[src/rtl/core/tstm_pkg.sv]
// Shared types, codes and conversion constants of the temperature threshold monitor.
package tstm_pkg;

	typedef enum logic [1:0] {
		MODE_ADC12       = 2'd0,
		MODE_BYTE        = 2'd1,
		MODE_LINEAR11    = 2'd2,
		MODE_UPPER_BYTE  = 2'd3
	} conv_mode_t;

	typedef enum logic [1:0] {
		CFG_CONVERSION_MODE      = 2'd0,
		CFG_NONCRITICAL_LIMIT    = 2'd1,
		CFG_CRITICAL_LIMIT       = 2'd2,
		CFG_NONRECOVERABLE_LIMIT = 2'd3
	} cfg_index_t;

	typedef enum logic [1:0] {
		LVL_NONE    = 2'd0,
		LVL_NONCRIT = 2'd1,
		LVL_CRIT    = 2'd2
	} alarm_level_t;

	typedef enum logic [1:0] {
		EVT_NONE     = 2'd0,
		EVT_ASSERT   = 2'd1,
		EVT_DEASSERT = 2'd2
	} event_kind_t;

	localparam logic [7:0] MASK_NONRECOV = 8'hE0;
	localparam logic [7:0] MASK_CRIT     = 8'hD0;
	localparam logic [7:0] MASK_NONCRIT  = 8'hC8;
	localparam logic [7:0] MASK_CLEAR    = 8'hC0;

	localparam logic [30:0] ADC_GAIN    = 31'd503975;
	localparam logic [30:0] ADC_OFFSET  = 31'd1118822400;
	localparam int          ADC_SHIFT   = 12;
	localparam logic [18:0] BYTE_GAIN   = 19'd1961;
	localparam logic [18:0] BYTE_OFFSET = 19'd50000;
	localparam logic [38:0] RECIP_1000  = 39'd536871;
	localparam int          RECIP_SHIFT = 29;

	typedef struct packed {
		logic [15:0] raw_code;
		logic        sample_present;
		logic        scan_end;
		logic        payload_powered;
	} in_word_t;

	typedef struct packed {
		logic [7:0] reading;
		logic [7:0] state_mask;
		logic       unavailable;
		logic [1:0] event_kind;
		logic [1:0] event_level;
		logic [7:0] event_limit;
		logic       shutdown_request;
	} out_word_t;

	typedef struct packed {
		logic sample_present;
		logic scan_end;
		logic payload_powered;
	} item_flags_t;

	typedef struct packed {
		conv_mode_t mode;
		logic [7:0] noncritical_limit;
		logic [7:0] critical_limit;
		logic [7:0] nonrecoverable_limit;
	} cfg_t;

endpackage

[src/rtl/core/tstm_cfg.sv]
// Configuration register file of the temperature threshold monitor.
module tstm_cfg (
	input  logic             clk,
	input  logic             arst_n,
	input  logic             cfg_valid,
	output logic             cfg_ready,
	input  logic [1:0]       cfg_index,
	input  logic [7:0]       cfg_data,
	output tstm_pkg::cfg_t   cfg
);

	tstm_pkg::cfg_t cfg_q;

	assign cfg_ready = 1'b1;
	assign cfg       = cfg_q;

	always_ff @(posedge clk or negedge arst_n) begin
		if (!arst_n) begin
			cfg_q.mode                 <= tstm_pkg::MODE_ADC12;
			cfg_q.noncritical_limit    <= 8'd255;
			cfg_q.critical_limit       <= 8'd255;
			cfg_q.nonrecoverable_limit <= 8'd255;
		end else if (cfg_valid) begin
			unique case (tstm_pkg::cfg_index_t'(cfg_index))
				tstm_pkg::CFG_CONVERSION_MODE: begin
					cfg_q.mode <= tstm_pkg::conv_mode_t'(cfg_data[1:0]);
				end
				tstm_pkg::CFG_NONCRITICAL_LIMIT: begin
					cfg_q.noncritical_limit <= cfg_data;
				end
				tstm_pkg::CFG_CRITICAL_LIMIT: begin
					cfg_q.critical_limit <= cfg_data;
				end
				tstm_pkg::CFG_NONRECOVERABLE_LIMIT: begin
					cfg_q.nonrecoverable_limit <= cfg_data;
				end
				default: begin
				end
			endcase
		end
	end

endmodule

[src/rtl/core/tstm_convert.sv]
// Three-stage conversion pipeline from raw sensor words to saturated whole degrees.
module tstm_convert (
	input  logic                  clk,
	input  logic                  arst_n,
	input  logic                  advance,
	input  logic                  sample_valid,
	input  tstm_pkg::in_word_t    sample,
	input  tstm_pkg::conv_mode_t  mode,
	output logic                  item_valid,
	output tstm_pkg::item_flags_t item_flags,
	output logic [7:0]            item_deg
);

	logic                  valid_s1;
	logic [15:0]           raw_s1;
	tstm_pkg::item_flags_t flags_s1;
	tstm_pkg::conv_mode_t  mode_s1;

	logic                  valid_s2;
	tstm_pkg::item_flags_t flags_s2;
	tstm_pkg::conv_mode_t  mode_s2;
	logic [30:0]           adc_prod_s2;
	logic [18:0]           byte_prod_s2;
	logic [7:0]            direct_s2;

	logic                  valid_s3;
	tstm_pkg::item_flags_t flags_s3;
	logic                  use_q_s3;
	logic [9:0]            q_s3;
	logic [7:0]            direct_s3;

	logic [30:0] adc_prod;
	logic [18:0] byte_prod;
	logic [7:0]  direct_deg;
	logic [7:0]  lin_deg;
	logic [10:0] man;
	logic [4:0]  ex;
	logic [4:0]  neg_ex;
	logic [17:0] shl_val;
	logic [9:0]  shr_val;
	logic [30:0] adc_diff;
	logic [18:0] x_val;
	logic [38:0] q_full;

	always_comb begin
		adc_prod  = {19'd0, raw_s1[15:4]} * tstm_pkg::ADC_GAIN;
		byte_prod = {11'd0, raw_s1[7:0]} * tstm_pkg::BYTE_GAIN;
		man       = raw_s1[10:0];
		ex        = raw_s1[15:11];
		neg_ex    = 5'(-ex);
		shl_val   = {8'd0, man[9:0]} << ex[2:0];
		shr_val   = man[9:0] >> neg_ex;
		if (man[10] || (man[9:0] == 10'd0)) begin
			lin_deg = 8'd0;
		end else if (!ex[4]) begin
			if (ex[3] || (shl_val > 18'd255)) begin
				lin_deg = 8'd255;
			end else begin
				lin_deg = shl_val[7:0];
			end
		end else if (shr_val > 10'd255) begin
			lin_deg = 8'd255;
		end else begin
			lin_deg = shr_val[7:0];
		end
		if (mode_s1 == tstm_pkg::MODE_LINEAR11) begin
			direct_deg = lin_deg;
		end else begin
			direct_deg = raw_s1[15:8];
		end
	end

	always_comb begin
		adc_diff = adc_prod_s2 - tstm_pkg::ADC_OFFSET;
		if (mode_s2 == tstm_pkg::MODE_ADC12) begin
			if (adc_prod_s2 > tstm_pkg::ADC_OFFSET) begin
				x_val = 19'(adc_diff >> tstm_pkg::ADC_SHIFT);
			end else begin
				x_val = 19'd0;
			end
		end else if (byte_prod_s2 > tstm_pkg::BYTE_OFFSET) begin
			x_val = byte_prod_s2 - tstm_pkg::BYTE_OFFSET;
		end else begin
			x_val = 19'd0;
		end
		q_full = {20'd0, x_val} * tstm_pkg::RECIP_1000;
	end

	always_ff @(posedge clk or negedge arst_n) begin
		if (!arst_n) begin
			valid_s1 <= 1'b0;
			valid_s2 <= 1'b0;
			valid_s3 <= 1'b0;
		end else if (advance) begin
			valid_s1 <= sample_valid;
			valid_s2 <= valid_s1;
			valid_s3 <= valid_s2;
		end
	end

	always_ff @(posedge clk) begin
		if (advance) begin
			raw_s1                  <= sample.raw_code;
			flags_s1.sample_present <= sample.sample_present;
			flags_s1.scan_end       <= sample.scan_end;
			flags_s1.payload_powered <= sample.payload_powered;
			mode_s1                 <= mode;

			flags_s2     <= flags_s1;
			mode_s2      <= mode_s1;
			adc_prod_s2  <= adc_prod;
			byte_prod_s2 <= byte_prod;
			direct_s2    <= direct_deg;

			flags_s3  <= flags_s2;
			use_q_s3  <= (mode_s2 == tstm_pkg::MODE_ADC12) || (mode_s2 == tstm_pkg::MODE_BYTE);
			q_s3      <= q_full[tstm_pkg::RECIP_SHIFT +: 10];
			direct_s3 <= direct_s2;
		end
	end

	always_comb begin
		if (!use_q_s3) begin
			item_deg = direct_s3;
		end else if (q_s3 > 10'd255) begin
			item_deg = 8'd255;
		end else begin
			item_deg = q_s3[7:0];
		end
	end

	assign item_valid = valid_s3;
	assign item_flags = flags_s3;

endmodule

[src/rtl/core/tstm_alarm.sv]
// Scan maximum, three-threshold alarm machine and result register.
module tstm_alarm (
	input  logic                  clk,
	input  logic                  arst_n,
	input  logic                  advance,
	input  logic                  item_valid,
	input  tstm_pkg::item_flags_t item_flags,
	input  logic [7:0]            item_deg,
	input  tstm_pkg::cfg_t        cfg,
	output logic                  result_valid,
	output tstm_pkg::out_word_t   result
);

	logic [7:0]             scan_max_q;
	logic                   first_scan_q;
	tstm_pkg::alarm_level_t alarm_q;
	logic [7:0]             mask_q;
	logic                   result_valid_q;
	tstm_pkg::out_word_t    result_q;

	logic                   take;
	logic                   eval;
	logic [7:0]             new_max;
	logic                   nr_hit;
	logic                   crit_hi;
	logic                   nc_hi;
	tstm_pkg::alarm_level_t alarm_d;
	logic [7:0]             mask_d;
	tstm_pkg::out_word_t    result_d;

	always_comb begin
		take = item_valid && item_flags.payload_powered && item_flags.sample_present;
		if (take && (item_deg >= scan_max_q)) begin
			new_max = item_deg;
		end else begin
			new_max = scan_max_q;
		end
		eval    = item_flags.payload_powered && !first_scan_q;
		nr_hit  = new_max >= cfg.nonrecoverable_limit;
		crit_hi = new_max >= cfg.critical_limit;
		nc_hi   = new_max >= cfg.noncritical_limit;
	end

	always_comb begin
		alarm_d = alarm_q;
		if (eval && !nr_hit) begin
			priority if ((alarm_q == tstm_pkg::LVL_NONE) && crit_hi) begin
				alarm_d = tstm_pkg::LVL_CRIT;
			end else if ((alarm_q == tstm_pkg::LVL_CRIT) && !crit_hi) begin
				alarm_d = tstm_pkg::LVL_NONE;
			end else if ((alarm_q == tstm_pkg::LVL_NONE) && nc_hi) begin
				alarm_d = tstm_pkg::LVL_NONCRIT;
			end else if ((alarm_q == tstm_pkg::LVL_NONCRIT) && !nc_hi) begin
				alarm_d = tstm_pkg::LVL_NONE;
			end else begin
				alarm_d = alarm_q;
			end
		end
	end

	always_comb begin
		mask_d                    = mask_q;
		result_d.reading          = new_max;
		result_d.unavailable      = 1'b0;
		result_d.event_kind       = tstm_pkg::EVT_NONE;
		result_d.event_level      = tstm_pkg::LVL_NONE;
		result_d.event_limit      = 8'd0;
		result_d.shutdown_request = 1'b0;
		if (!item_flags.payload_powered) begin
			mask_d               = 8'd0;
			result_d.reading     = 8'd0;
			result_d.unavailable = 1'b1;
		end else if (eval) begin
			priority if (nr_hit) begin
				mask_d                    = tstm_pkg::MASK_NONRECOV;
				result_d.shutdown_request = 1'b1;
			end else if ((alarm_q == tstm_pkg::LVL_NONE) && crit_hi) begin
				mask_d               = tstm_pkg::MASK_CRIT;
				result_d.event_kind  = tstm_pkg::EVT_ASSERT;
				result_d.event_level = tstm_pkg::LVL_CRIT;
				result_d.event_limit = cfg.critical_limit;
			end else if ((alarm_q == tstm_pkg::LVL_CRIT) && !crit_hi) begin
				mask_d               = tstm_pkg::MASK_CLEAR;
				result_d.event_kind  = tstm_pkg::EVT_DEASSERT;
				result_d.event_level = tstm_pkg::LVL_CRIT;
				result_d.event_limit = cfg.critical_limit;
			end else if ((alarm_q == tstm_pkg::LVL_NONE) && nc_hi) begin
				mask_d               = tstm_pkg::MASK_NONCRIT;
				result_d.event_kind  = tstm_pkg::EVT_ASSERT;
				result_d.event_level = tstm_pkg::LVL_NONCRIT;
				result_d.event_limit = cfg.noncritical_limit;
			end else if ((alarm_q == tstm_pkg::LVL_NONCRIT) && !nc_hi) begin
				mask_d               = tstm_pkg::MASK_CLEAR;
				result_d.event_kind  = tstm_pkg::EVT_DEASSERT;
				result_d.event_level = tstm_pkg::LVL_NONCRIT;
				result_d.event_limit = cfg.noncritical_limit;
			end else begin
				mask_d = mask_q;
			end
		end
		result_d.state_mask = mask_d;
	end

	always_ff @(posedge clk or negedge arst_n) begin
		if (!arst_n) begin
			scan_max_q     <= 8'd0;
			first_scan_q   <= 1'b1;
			alarm_q        <= tstm_pkg::LVL_NONE;
			mask_q         <= 8'd0;
			result_valid_q <= 1'b0;
		end else if (advance) begin
			result_valid_q <= item_valid && item_flags.scan_end;
			if (item_valid) begin
				if (item_flags.scan_end) begin
					scan_max_q <= 8'd0;
					mask_q     <= mask_d;
					alarm_q    <= alarm_d;
					if (item_flags.payload_powered) begin
						first_scan_q <= 1'b0;
					end
				end else begin
					scan_max_q <= new_max;
				end
			end
		end
	end

	always_ff @(posedge clk) begin
		if (advance) begin
			result_q <= result_d;
		end
	end

	assign result_valid = result_valid_q;
	assign result       = result_q;

	a_shutdown_no_event: assert property (@(posedge clk) disable iff (!arst_n)
		result_valid_q && result_q.shutdown_request |->
			(result_q.state_mask == tstm_pkg::MASK_NONRECOV) &&
			(result_q.event_kind == tstm_pkg::EVT_NONE))
		else $error("Shutdown word carries an event or a wrong mask.");

	a_unavailable_zero: assert property (@(posedge clk) disable iff (!arst_n)
		result_valid_q && result_q.unavailable |->
			(result_q.reading == 8'd0) && (result_q.state_mask == 8'd0) &&
			!result_q.shutdown_request)
		else $error("Unavailable word reports a reading or a mask.");

	a_crit_assert_mask: assert property (@(posedge clk) disable iff (!arst_n)
		result_valid_q && (result_q.event_kind == tstm_pkg::EVT_ASSERT) &&
			(result_q.event_level == tstm_pkg::LVL_CRIT) |->
			(result_q.state_mask == tstm_pkg::MASK_CRIT))
		else $error("Critical assertion without the critical mask.");

	a_no_event_clean: assert property (@(posedge clk) disable iff (!arst_n)
		result_valid_q && (result_q.event_kind == tstm_pkg::EVT_NONE) |->
			(result_q.event_level == tstm_pkg::LVL_NONE) && (result_q.event_limit == 8'd0))
		else $error("Word without an event reports a level or a limit.");

endmodule

[src/rtl/core/temp_sensor_threshold_monitor_top.sv]
// Top level of the temperature threshold monitor.
// A result word is registered in the alarm stage once the scan-end word has passed the three conversion stages.
// Throughput: one sample word per cycle through the three conversion stages and the alarm stage, unless held.
// The whole pipeline holds only while a result word waits and result_ready is low.
// Reset is asynchronous, active low: limits return to 255, mode to the ADC code format,
// the alarm to none, and the first scan after reset reports without events.
module temp_sensor_threshold_monitor_top (
	input  logic                clk,
	input  logic                arst_n,
	input  logic                sample_valid,
	output logic                sample_ready,
	input  tstm_pkg::in_word_t  sample,
	output logic                result_valid,
	input  logic                result_ready,
	output tstm_pkg::out_word_t result,
	input  logic                cfg_valid,
	output logic                cfg_ready,
	input  logic [1:0]          cfg_index,
	input  logic [7:0]          cfg_data
);

	tstm_pkg::cfg_t        cfg;
	logic                  advance;
	logic                  item_valid;
	tstm_pkg::item_flags_t item_flags;
	logic [7:0]            item_deg;

	assign advance      = !result_valid || result_ready;
	assign sample_ready = advance;

	tstm_cfg u_cfg (
		.clk       (clk),
		.arst_n    (arst_n),
		.cfg_valid (cfg_valid),
		.cfg_ready (cfg_ready),
		.cfg_index (cfg_index),
		.cfg_data  (cfg_data),
		.cfg       (cfg)
	);

	tstm_convert u_convert (
		.clk          (clk),
		.arst_n       (arst_n),
		.advance      (advance),
		.sample_valid (sample_valid),
		.sample       (sample),
		.mode         (cfg.mode),
		.item_valid   (item_valid),
		.item_flags   (item_flags),
		.item_deg     (item_deg)
	);

	tstm_alarm u_alarm (
		.clk          (clk),
		.arst_n       (arst_n),
		.advance      (advance),
		.item_valid   (item_valid),
		.item_flags   (item_flags),
		.item_deg     (item_deg),
		.cfg          (cfg),
		.result_valid (result_valid),
		.result       (result)
	);

endmodule

[config.mk]
export PLATFORM = sky130hd
export DESIGN_NAME = temp_sensor_threshold_monitor_top
export DESIGN_NICKNAME = d
export VERILOG_FILES = /design/src/rtl/core/tstm_pkg.sv /design/src/rtl/core/tstm_cfg.sv /design/src/rtl/core/tstm_convert.sv /design/src/rtl/core/tstm_alarm.sv /design/src/rtl/core/temp_sensor_threshold_monitor_top.sv
export SDC_FILE = /design/constraint.sdc
export NUM_CORES = 1
export LEC_CHECK = 0
export BUFFER_PORTS_ARGS = -buffer_cell sky130_fd_sc_hd__buf_2
export CAP_MARGIN = 20
export CORE_AREA = 2 2 182 184
export CTS_CLUSTER_SIZE = 14
export DETAILED_ROUTE_END_ITERATION = 8
export DIE_AREA = 0 0 184 186
export GPL_ROUTABILITY_DRIVEN = 0
export HOLD_SLACK_MARGIN = 0.02
export MAX_ROUTING_LAYER = met4
export PLACE_DENSITY = 0.77
export REMOVE_ABC_BUFFERS = 1
export SLEW_MARGIN = 10
export SYNTH_ARGS = -nofsm -noshare
export SYNTH_HDL_FRONTEND = slang
export SYNTH_SLANG_ARGS = --single-unit
[constraint.sdc]
create_clock -name clk -period 9.36 [get_ports clk]
set_input_delay 0.468 -clock clk [delete_from_list [all_inputs] [get_ports clk]]
set_output_delay 0.468 -clock clk [all_outputs]
set_load 0.05 [all_outputs]
==> results of run 1 <==
cell usage in the layout, fill, tap and decap left out, types with 4 or more instances in the layout:
cell         n
o21ai_0     53
nand3b_1     4
nor2b_1      9
a22o_1      21
o21ai_1      4
a31oi_1      8
buf_2       65
buf_4        9
mux2_2      37
nor4_1      11
fa_1       169
a21o_1      29
ha_1       355
inv_1      370
a32o_1       8
inv_6        4
mux2i_1     10
and3_1      12
xor2_1      23
nand3_1     20
clkbuf_16   18
o21a_1      14
dfrtp_1     24
o31ai_1      5
a21oi_2      4
nand4_1      4
nand2b_1    12
edfxtp_1   136
o22ai_1      4
dfstp_2     25
and2_1      15
nor2_1      75
o211ai_1     7
a21oi_1     64
o21bai_1     5
a211oi_1     6
xnor2_1     59
nor3_1      17
nand2_1     45
or2_2        7
routing by layer:
metal / vias up / GRT usage (%) / part of all wire (%)
li1: 6101 / - / -
met1: 6234 / 33.4 / 45
met2: 344 / 41.2 / 48
met3: 75 / 2.82 / 4.3
met4: 0 / 7.71 / 2.6
met5: - / - / 0
metrics by stage:
stage	setup slack [ns]	util, %	cell area, sq um	hold WS (ns)
after global placement	1.39	61.8	19900	0.402
after detailed placement	1.26	61.8	19900	0.405
after floorplan	1.80	-	19000	0.172
final	1.22	63.6	20500	0.119
after CTS	1.22	63.6	20500	0.142
after global routing	0.575	63.6	20500	0.174
worst max path at each step:
stage	endpoint	depth (start not counted)	start	slack, ns
detailed placement	u_convert.q_s3[8]	30	u_convert.adc_prod_s2[13]	1.26
floorplan	u_convert.q_s3[8]	30	u_convert.adc_prod_s2[13]	1.80
global route	u_convert.q_s3[8]	30	u_convert.adc_prod_s2[13]	0.57
CTS	u_convert.q_s3[8]	30	u_convert.adc_prod_s2[13]	1.22
global placement	u_convert.q_s3[8]	30	u_convert.adc_prod_s2[13]	1.39
finish	u_convert.q_s3[8]	30	u_convert.adc_prod_s2[13]	1.22
registers in the layout, summed over array words and instances (netlist names), 8 cells and up:
signal and count:
u_convert.adc_prod_s2 31, u_alarm.result 30, u_cfg.cfg 26, u_convert.byte_prod_s2 19
u_convert.raw_s1 16, u_convert.q_s3 10, u_alarm.mask_q 8, u_alarm.scan_max_q 8
u_convert.direct_s2 8, u_convert.direct_s3 8
worst max-delay path, delay by kind of cell (launching register included):
family,cells,cell delay (ns)
fa+ha+maj,8,3.56
buf+inv,5,0.33
simple gates,4,0.60
compound gates,11,2.79
flops,1,0.42
xor+xnor,2,0.20
logic make-up (layout without fill, tap and decap cells):
family	Yosys count	in the layout	share of synthesized area, %
fa+ha+maj	524	524	41.0
other cells	1	1	0.0196
flops	185	185	28.0
xor+xnor	82	82	3.76
simple gates	245	245	6.50
buf+inv	395	478	7.81
compound gates	278	278	10.0
mux	49	49	2.94
area by class of cell:
class | instances | area share, %
repair buffers | 74 | 1.92
clock inverters | 12 | 0.586
flip-flops and latches | 185 | 26.1
clock buffers | 20 | 2.23
well taps | 408 | 2.49
multi-input cells | 1179 | 59.9
inverters | 372 | 6.81
==> flow_summary.toml, run 1 <==
[status]
status = "finished with violations"
violations = "DRC"

[placed_design]
port-buffer-count = 65
placed_cells = 2218
hpwl_mm = 32.7

[critical_path]
r2r_end = "u_convert.q_s3[8]"
reg2reg_from = "u_convert.adc_prod_s2[13]"
r2r_slack_ns = 1.22
arrival_ns = 8.34
cp_max_fo = 7
rr_worst_depth = 30
start_kind = "flip-flop"
endpoint_kind = "flip-flop"
cpMaxStageDelayCell = "o22ai_1"
critical_path_class = "reg2reg"
required_ns = 9.56
cp_common_cell = "fa_1"
slowest_delay_ns = 0.62

[sta]
worst_slew_pin_slew_ns = 1.03
setup-tns-final_ns = 0
slew_viol_final = 0
period_share_pct = 87.0
rsz0062_at_grt = "false"
relSlewSlack_pct = 31.2
hold_violations = 0
setup_viol = 0
fin_worst_skew_ns = 0.0223
fmaxAchievable_mhz = 123
period_minus_slack_ns = 8.14

[synthesis]
synth_common_cells = "inv_1, ha_1, fa_1"
netlist_area_sq_um = 19100
synth-seq-cells = 185
synth.most_common_cell = "inv_1"
synth_top_area_share_pct = 23.2
synth_top_area_cell = "ha_1"
synth_cell_types = 84
avgSynthCellArea_sq_um = 10.9
synth-edff-count = 136
netlist_instances = 1759
ys.flop_type = "edfxtp_1"
yosys_warnings = 0
yosysSeqAreaShare_pct = 28.0
synth_area_leaders = "ha_1, edfxtp_1, fa_1"
async_flop_share_pct = 26.5

[die]
die_h_microns = 186
initial_core_util_pct = 59.3
pin_count = 67
core_area_sq_um = 32200
fp.dieArea_sq_um = 34200
std_cell_rows = 66
die_w_microns = 184

[final_layout]
seq_area_sq_um = 5340
synthToLayoutAreaGrowth_pct = 7.29
diodes = 0
stdcell_count = 2250
layout-drive-gt1-share_pct = 10.5
multi_input_area_sq_um = 12300
nets = 2387
fillers = 2515

[route]
viasPerCell = 5.67
vias = 12800
drtIter0Drc = 936
wl_mm = 39.8
final_antenna_net_count = 0
drt-wirelength-per-cell_microns = 17.7
firstDrtPassIters = 7
post-route-drc-count = 1

[cts]
cts_root_buf = "clkbuf_16"
htree_levels = 4
cts.path.max_buffers = 2
cts_tree = "yes"
hold_buffers = 0
clock-sinks = 185
postCtsSetupBuffers = 0
cts_buffers = 17
worstSkewPairLatency_ns = 0.45
cts_resized = 0
clkTransAtPathRegs_ns = 0.08

[global_route]
globalRouteTotalUtil_pct = 25.2
grt_pass1_vias = 13200
grt_max_degree = 84
grt_pass1_wl_mm = 65.7
grt_remaining_overflow = 0
antenna_found_initial = 0

[worst_hold_path]
hp-class = "in2async"

[job]
maxCapViolations = 0
Power of run 1 is not shown: default switching activity piles up to over one toggle a cycle in this logic, so the estimate is an artifact.
==> run 2: changes to the inputs <==
--- a/config.mk
+++ b/config.mk
@@ -7,14 +7,15 @@
 export LEC_CHECK = 0
 export BUFFER_PORTS_ARGS = -buffer_cell sky130_fd_sc_hd__buf_2
 export CAP_MARGIN = 20
-export CORE_AREA = 2 2 182 184
-export CTS_CLUSTER_SIZE = 14
+export CORE_AREA = 2 2 185 187
+export CTS_CLUSTER_SIZE = 12
 export DETAILED_ROUTE_END_ITERATION = 8
-export DIE_AREA = 0 0 184 186
+export DIE_AREA = 0 0 187 189
 export GPL_ROUTABILITY_DRIVEN = 0
+export GPL_TIMING_DRIVEN = 0
 export HOLD_SLACK_MARGIN = 0.02
 export MAX_ROUTING_LAYER = met4
-export PLACE_DENSITY = 0.77
+export PLACE_DENSITY = 0.78
 export REMOVE_ABC_BUFFERS = 1
 export SLEW_MARGIN = 10
 export SYNTH_ARGS = -nofsm -noshare
==> constraint.sdc (replaced) <==
create_clock -name clk -period 6.68 [get_ports clk]
set_input_delay 0.334 -clock clk [delete_from_list [all_inputs] [get_ports clk]]
set_output_delay 0.334 -clock clk [all_outputs]
set_load 0.05 [all_outputs]
==> flow_summary.toml, run 2 (synthesis gave the netlist of run 1 again) <==
[final_layout]
regMostFlops = "u_convert.adc_prod_s2"
nets = 2441
final_cell_mix = "inv_1, ha_1, fa_1"
design_area_sq_um = 21500
largest_reg_flops = 31
layout-drive-gt1-share_pct = 16.6
final_common_cell = "inv_1"
synthToLayoutAreaGrowth_pct = 12.4
finish.utilization_pct = 64.5
diodes = 0

[route]
drtIter0Drc = 815
final_antenna_net_count = 0
drt-wirelength-per-cell_microns = 17.9
viasPerCell = 5.62
post-route-drc-count = 0
wl_mm = 41.9
vias = 13200
firstDrtPassIters = 5

[global_route]
grt_max_degree = 64
grt_pass1_vias = 13600
grt_util_met2_pct = 41.2
grt_most_used_layer = "met2"
met1_usage_pct = 31.5
grt_pass1_wl_mm = 67.5
globalRouteTotalUtil_pct = 24.6
antenna_found_initial = 0
use_met3_pct = 2.98
grt_remaining_overflow = 0

[job]
maxCapViolations = 0

[critical_path]
rr_worst_depth = 28
r2r_slack_ns = -0.59
critPathTopFamily = "adder cells"
required_ns = 6.88
critical_path_class = "reg2reg"
arrival_ns = 7.47
r2r_end = "u_convert.q_s3[8]"
cp_max_fo = 7
cpMaxStageDelayCell = "fa_1"
reg2reg_from = "u_convert.byte_prod_s2[4]"
slowest_delay_ns = 0.56
endpoint_kind = "flip-flop"
cp_num_buf_inv = 4
start_kind = "flip-flop"
cp_common_cell = "fa_1"

[sta]
hold_violations = 0
setup_viol = 9
fmaxAchievable_mhz = 137
period_minus_slack_ns = 7.27
worst_slew_pin_slew_ns = 0.955
fin_ws_ns = -0.594
setup-tns-final_ns = -3.90
period_share_pct = 109
rsz0062_at_grt = "true"
slew_viol_final = 0
fin_worst_skew_ns = 0.0123
relSlewSlack_pct = 36.3

[die]
initial_core_util_pct = 57.4
pin_count = 67
die_h_microns = 189
fp.dieArea_sq_um = 35300
die_w_microns = 187
std_cell_rows = 67
core_area_sq_um = 33300

[placed_design]
port-buffer-count = 65
post-place-ws_ns = -1.72
place_area_sq_um = 20000
hpwl_mm = 32.4

[worst_hold_path]
min_path_cells = 1
hold_start = "sample[10]"
hold_end = "u_convert.raw_s1[7]"
hp-class = "in2reg"

[cts]
clkTransAtPathRegs_ns = 0.08
cts.path.max_buffers = 2
cts_buffers = 17
htree_levels = 4
cts_tree = "yes"
worstSkewPairLatency_ns = 0.44
cts_root_buf = "clkbuf_16"
clock-sinks = 185

[status]
status = "finished with violations"
violations = "setup timing"
-- run 2: cell count changes in the layout (fill, tap and decap cells not counted), moves of 4 or more --
cell / change
inv_1: -9
ha_4: +6
o21ai_0: -4
inv_2: +6
a21oi_1: -8
buf_4: +45
nor2_1: -4
ha_1: -7
a21oi_2: +7
-- run 2: cell type report --
cell class / count / area [sq um]
Clock buffer: 19 / 453
Clock inverter: 13 / 146
Fill cell: 2511 / 11800
Inverter: 372 / 1410
Multi-Input combinational cell: 1179 / 12700
Sequential cell: 185 / 5340
Tap cell: 448 / 561
Timing Repair Buffer: 128 / 886
-- run 2: worst max path at each step --
stage,to,slack [ns],from,cells after the start
finish,u_convert.q_s3[8],-0.59,u_convert.byte_prod_s2[4],28
global route,u_convert.q_s3[8],-0.78,u_convert.byte_prod_s2[4],29
CTS,u_convert.q_s3[8],-0.57,u_convert.adc_prod_s2[14],30
detailed placement,u_convert.q_s3[8],-1.72,u_convert.adc_prod_s2[13],29
global placement,u_convert.q_s3[8],-1.70,u_convert.adc_prod_s2[13],29
floorplan,u_convert.q_s3[8],-0.88,u_convert.adc_prod_s2[13],30
-- run 2: stage by stage --
step | std cells | hold WS [ns]
6_report | 2344 | 0.0588
5_1_grt | 2344 | 0.0463
4_1_cts | 2309 | 0.0397
3_5_place_dp | 2254 | 0.405
3_3_place_gp | 2249 | 0.403
2_1_floorplan | 1736 | 0.0384
-- run 2: what timing repair did --
item | CTS | global route
pin swaps | 34 | 27
hold buffers | 0 | 1
endpoints found under the setup margin | 10 | 18
gates resized for setup | 59 | 33
setup buffers | 23 | 33
hold endpoints to repair | 0 | 12
-- run 2: layer usage --
| layer | share of wire [%] | wire (microns) |
|---|---|---|
| met4 | 3.3 | 1370 |
| met1 | 44 | 18600 |
| met3 | 3.6 | 1500 |
| met2 | 49 | 20500 |
| met5 | 0 | 0 |
Power of run 2 is left out for the same reason.
==> run 3: changes to the inputs <==
--- a/config.mk
+++ b/config.mk
@@ -5,17 +5,18 @@
 export SDC_FILE = /design/constraint.sdc
 export NUM_CORES = 1
 export LEC_CHECK = 0
+export ABC_AREA = 1
 export BUFFER_PORTS_ARGS = -buffer_cell sky130_fd_sc_hd__buf_2
 export CAP_MARGIN = 20
-export CORE_AREA = 2 2 185 187
+export CORE_AREA = 2 2 190 192
 export CTS_CLUSTER_SIZE = 12
 export DETAILED_ROUTE_END_ITERATION = 8
-export DIE_AREA = 0 0 187 189
+export DIE_AREA = 0 0 192 194
 export GPL_ROUTABILITY_DRIVEN = 0
 export GPL_TIMING_DRIVEN = 0
 export HOLD_SLACK_MARGIN = 0.02
 export MAX_ROUTING_LAYER = met4
-export PLACE_DENSITY = 0.78
+export PLACE_DENSITY = 0.79
 export REMOVE_ABC_BUFFERS = 1
 export SLEW_MARGIN = 10
 export SYNTH_ARGS = -nofsm -noshare
==> flow_summary.toml, run 3 <==
[synthesis]
yosysSeqAreaShare_pct = 25.9
yosys_warnings = 0
synth_common_cells = "inv_1, nand2_1, ha_1"
synth_top_area_cell = "ha_1"
synth.most_common_cell = "inv_1"
synthAdderAreaFrac_pct = 37.9
synth_area_leaders = "ha_1, edfxtp_1, fa_1"
avgSynthCellArea_sq_um = 8.84
synth_compound_gate_area_share_pct = 9.18
async_flop_share_pct = 26.5
netlist_area_sq_um = 20600
synthMuxAreaShare_pct = 0.0485
ys.flop_type = "edfxtp_1"
synth-simple-area-share_pct = 13.8
synth-seq-cells = 185
synth_top_area_share_pct = 21.5
netlist_instances = 2334
synth_cell_types = 53
synthXorXnorAreaFrac_pct = 2.96
synth-edff-count = 136
synth_top_family_by_area = "adder cells"

[global_route]
grt_remaining_overflow = 0
grt_max_degree = 77
grt_pass1_vias = 16500
antenna_found_initial = 0
globalRouteTotalUtil_pct = 28.1
grt_pass1_wl_mm = 80.0

[sta]
period_share_pct = 96.9
hold_violations = 0
worst_slew_pin_slew_ns = 1.10
slew_viol_final = 0
fin_worst_skew_ns = 0.0192
relSlewSlack_pct = 26.5
setup_viol = 0
fmaxAchievable_mhz = 154
period_minus_slack_ns = 6.47
fin_ws_ns = 0.206

[final_layout]
largest_reg_flops = 31
diodes = 0
stdcell_count = 2912
fillers = 2774
layout-drive-gt1-share_pct = 10.0
final_cell_mix = "inv_1, nand2_1, ha_1"
nets = 2996
synthToLayoutAreaGrowth_pct = 9.35
regMostFlops = "u_convert.adc_prod_s2"
final_common_cell = "inv_1"
design_area_sq_um = 22600

[cts]
clkTransAtPathRegs_ns = 0.08
htree_levels = 4
cts_tree = "yes"
cts_buffers = 17
cts_root_buf = "clkbuf_16"
worstSkewPairLatency_ns = 0.45
clock-sinks = 185
cts.path.max_buffers = 2

[route]
final_antenna_net_count = 0
vias = 16200
viasPerCell = 5.57
drtIter0Drc = 1430
wl_mm = 50.4
post-route-drc-count = 0
drt-wirelength-per-cell_microns = 17.3
firstDrtPassIters = 6

[placed_design]
place_area_sq_um = 21500
port-buffer-count = 65
placed_cells = 2844
hpwl_mm = 40.0
post-place-ws_ns = -0.326

[worst_hold_path]
hp-class = "in2reg"

[critical_path]
endpoint_kind = "flip-flop"
start_kind = "flip-flop"
cp_max_fo = 11
required_ns = 6.89
critical_path_class = "reg2reg"
cpMaxStageDelayCell = "fa_1"
arrival_ns = 6.69
slowest_delay_ns = 0.52

[die]
fp.dieArea_sq_um = 37200
core_area_sq_um = 35200
initial_core_util_pct = 58.6
pin_count = 67
std_cell_rows = 69
die_h_microns = 194
die_w_microns = 192

[job]
maxCapViolations = 0

[status]
status = "complete, no violations"
[run 3: area by class of cell]
| class | count | area [sq um] | area share [%] |
|---|---|---|---|
| Tap cell | 461 | 577 | 2.56 |
| Multi-Input combinational cell | 1597 | 13400 | 59.4 |
| Sequential cell | 185 | 5340 | 23.7 |
| Timing Repair Buffer | 103 | 671 | 2.97 |
| Clock buffer | 18 | 439 | 1.95 |
| Clock inverter | 14 | 128 | 0.566 |
| Inverter | 534 | 2010 | 8.91 |
[run 3: logic make-up (layout without fill, tap and decap cells)]
| logic type | after synthesis | count (layout) |
|---|---|---|
| flip-flops | 185 | 185 |
| AND/OR/NAND/NOR | 690 | 690 |
| multiplexers | 1 | 1 |
| AO/OA/AOI/OAI | 313 | 313 |
| buffers and inverters | 552 | 669 |
| other | 1 | 1 |
| XOR/XNOR | 68 | 68 |
| adder cells (fa/ha/maj) | 524 | 524 |
[run 3: worst paths after layout]
check / end / cells past startpoint / slack (ns) / start
setup / recovery: u_convert.q_s3[8] / 32 / 0.21 / u_convert.byte_prod_s2[4]
hold / removal: u_convert.raw_s1[14] / 1 / 0.05 / sample[17]
setup reg to reg: u_convert.q_s3[8] / 32 / 0.21 / u_convert.byte_prod_s2[4]
hold reg to reg: u_convert.item_flags[2] / 0 / 0.42 / u_convert.flags_s2[2]
max in group asynchronous: u_alarm.first_scan_q / 3 / 5.72 / arst_n
min in group asynchronous: u_alarm.scan_max_q[6] / 2 / 0.39 / arst_n
[run 3: stage by stage]
| stage | TNS, ns | util (%) | hold WS (ns) |
|---|---|---|---|
| after floorplan | 0 | - | 0.0384 |
| after global placement | -0.599 | 60.9 | 0.404 |
| after detailed placement | -1.34 | 61.0 | 0.405 |
| after CTS | 0 | 62.8 | 0.0487 |
| after global routing | -0.609 | 64.0 | 0.0444 |
| final | 0 | 64.0 | 0.0538 |
[run 3: worst max-delay path, delay by kind of cell, from the launching register on]
kind | cells | cell delay, ns
flops | 1 | 0.37
simple gates | 12 | 1.11
fa+ha+maj | 7 | 2.95
compound gates | 6 | 1.00
buf+inv | 7 | 0.80
[run 3: repair_timing]
action	CTS	global route
setup buffers	3	31
gates resized for setup	6	46
hold endpoints to repair	0	3
setup endpoints to repair	9	10
cloned	0	0
hold buffers	0	1
pin swaps	1	24
[run 3: per-layer routing]
metal | up-vias | track usage (%) | part of all wire (%)
met5 | - | - | 0
met4 | 0 | 11.8 | 4.8
met3 | 166 | 3.57 | 5.1
met2 | 613 | 46.3 | 49
met1 | 7733 | 34.8 | 41
li1 | 7715 | - | -
Power of run 3 is left out for the same reason.
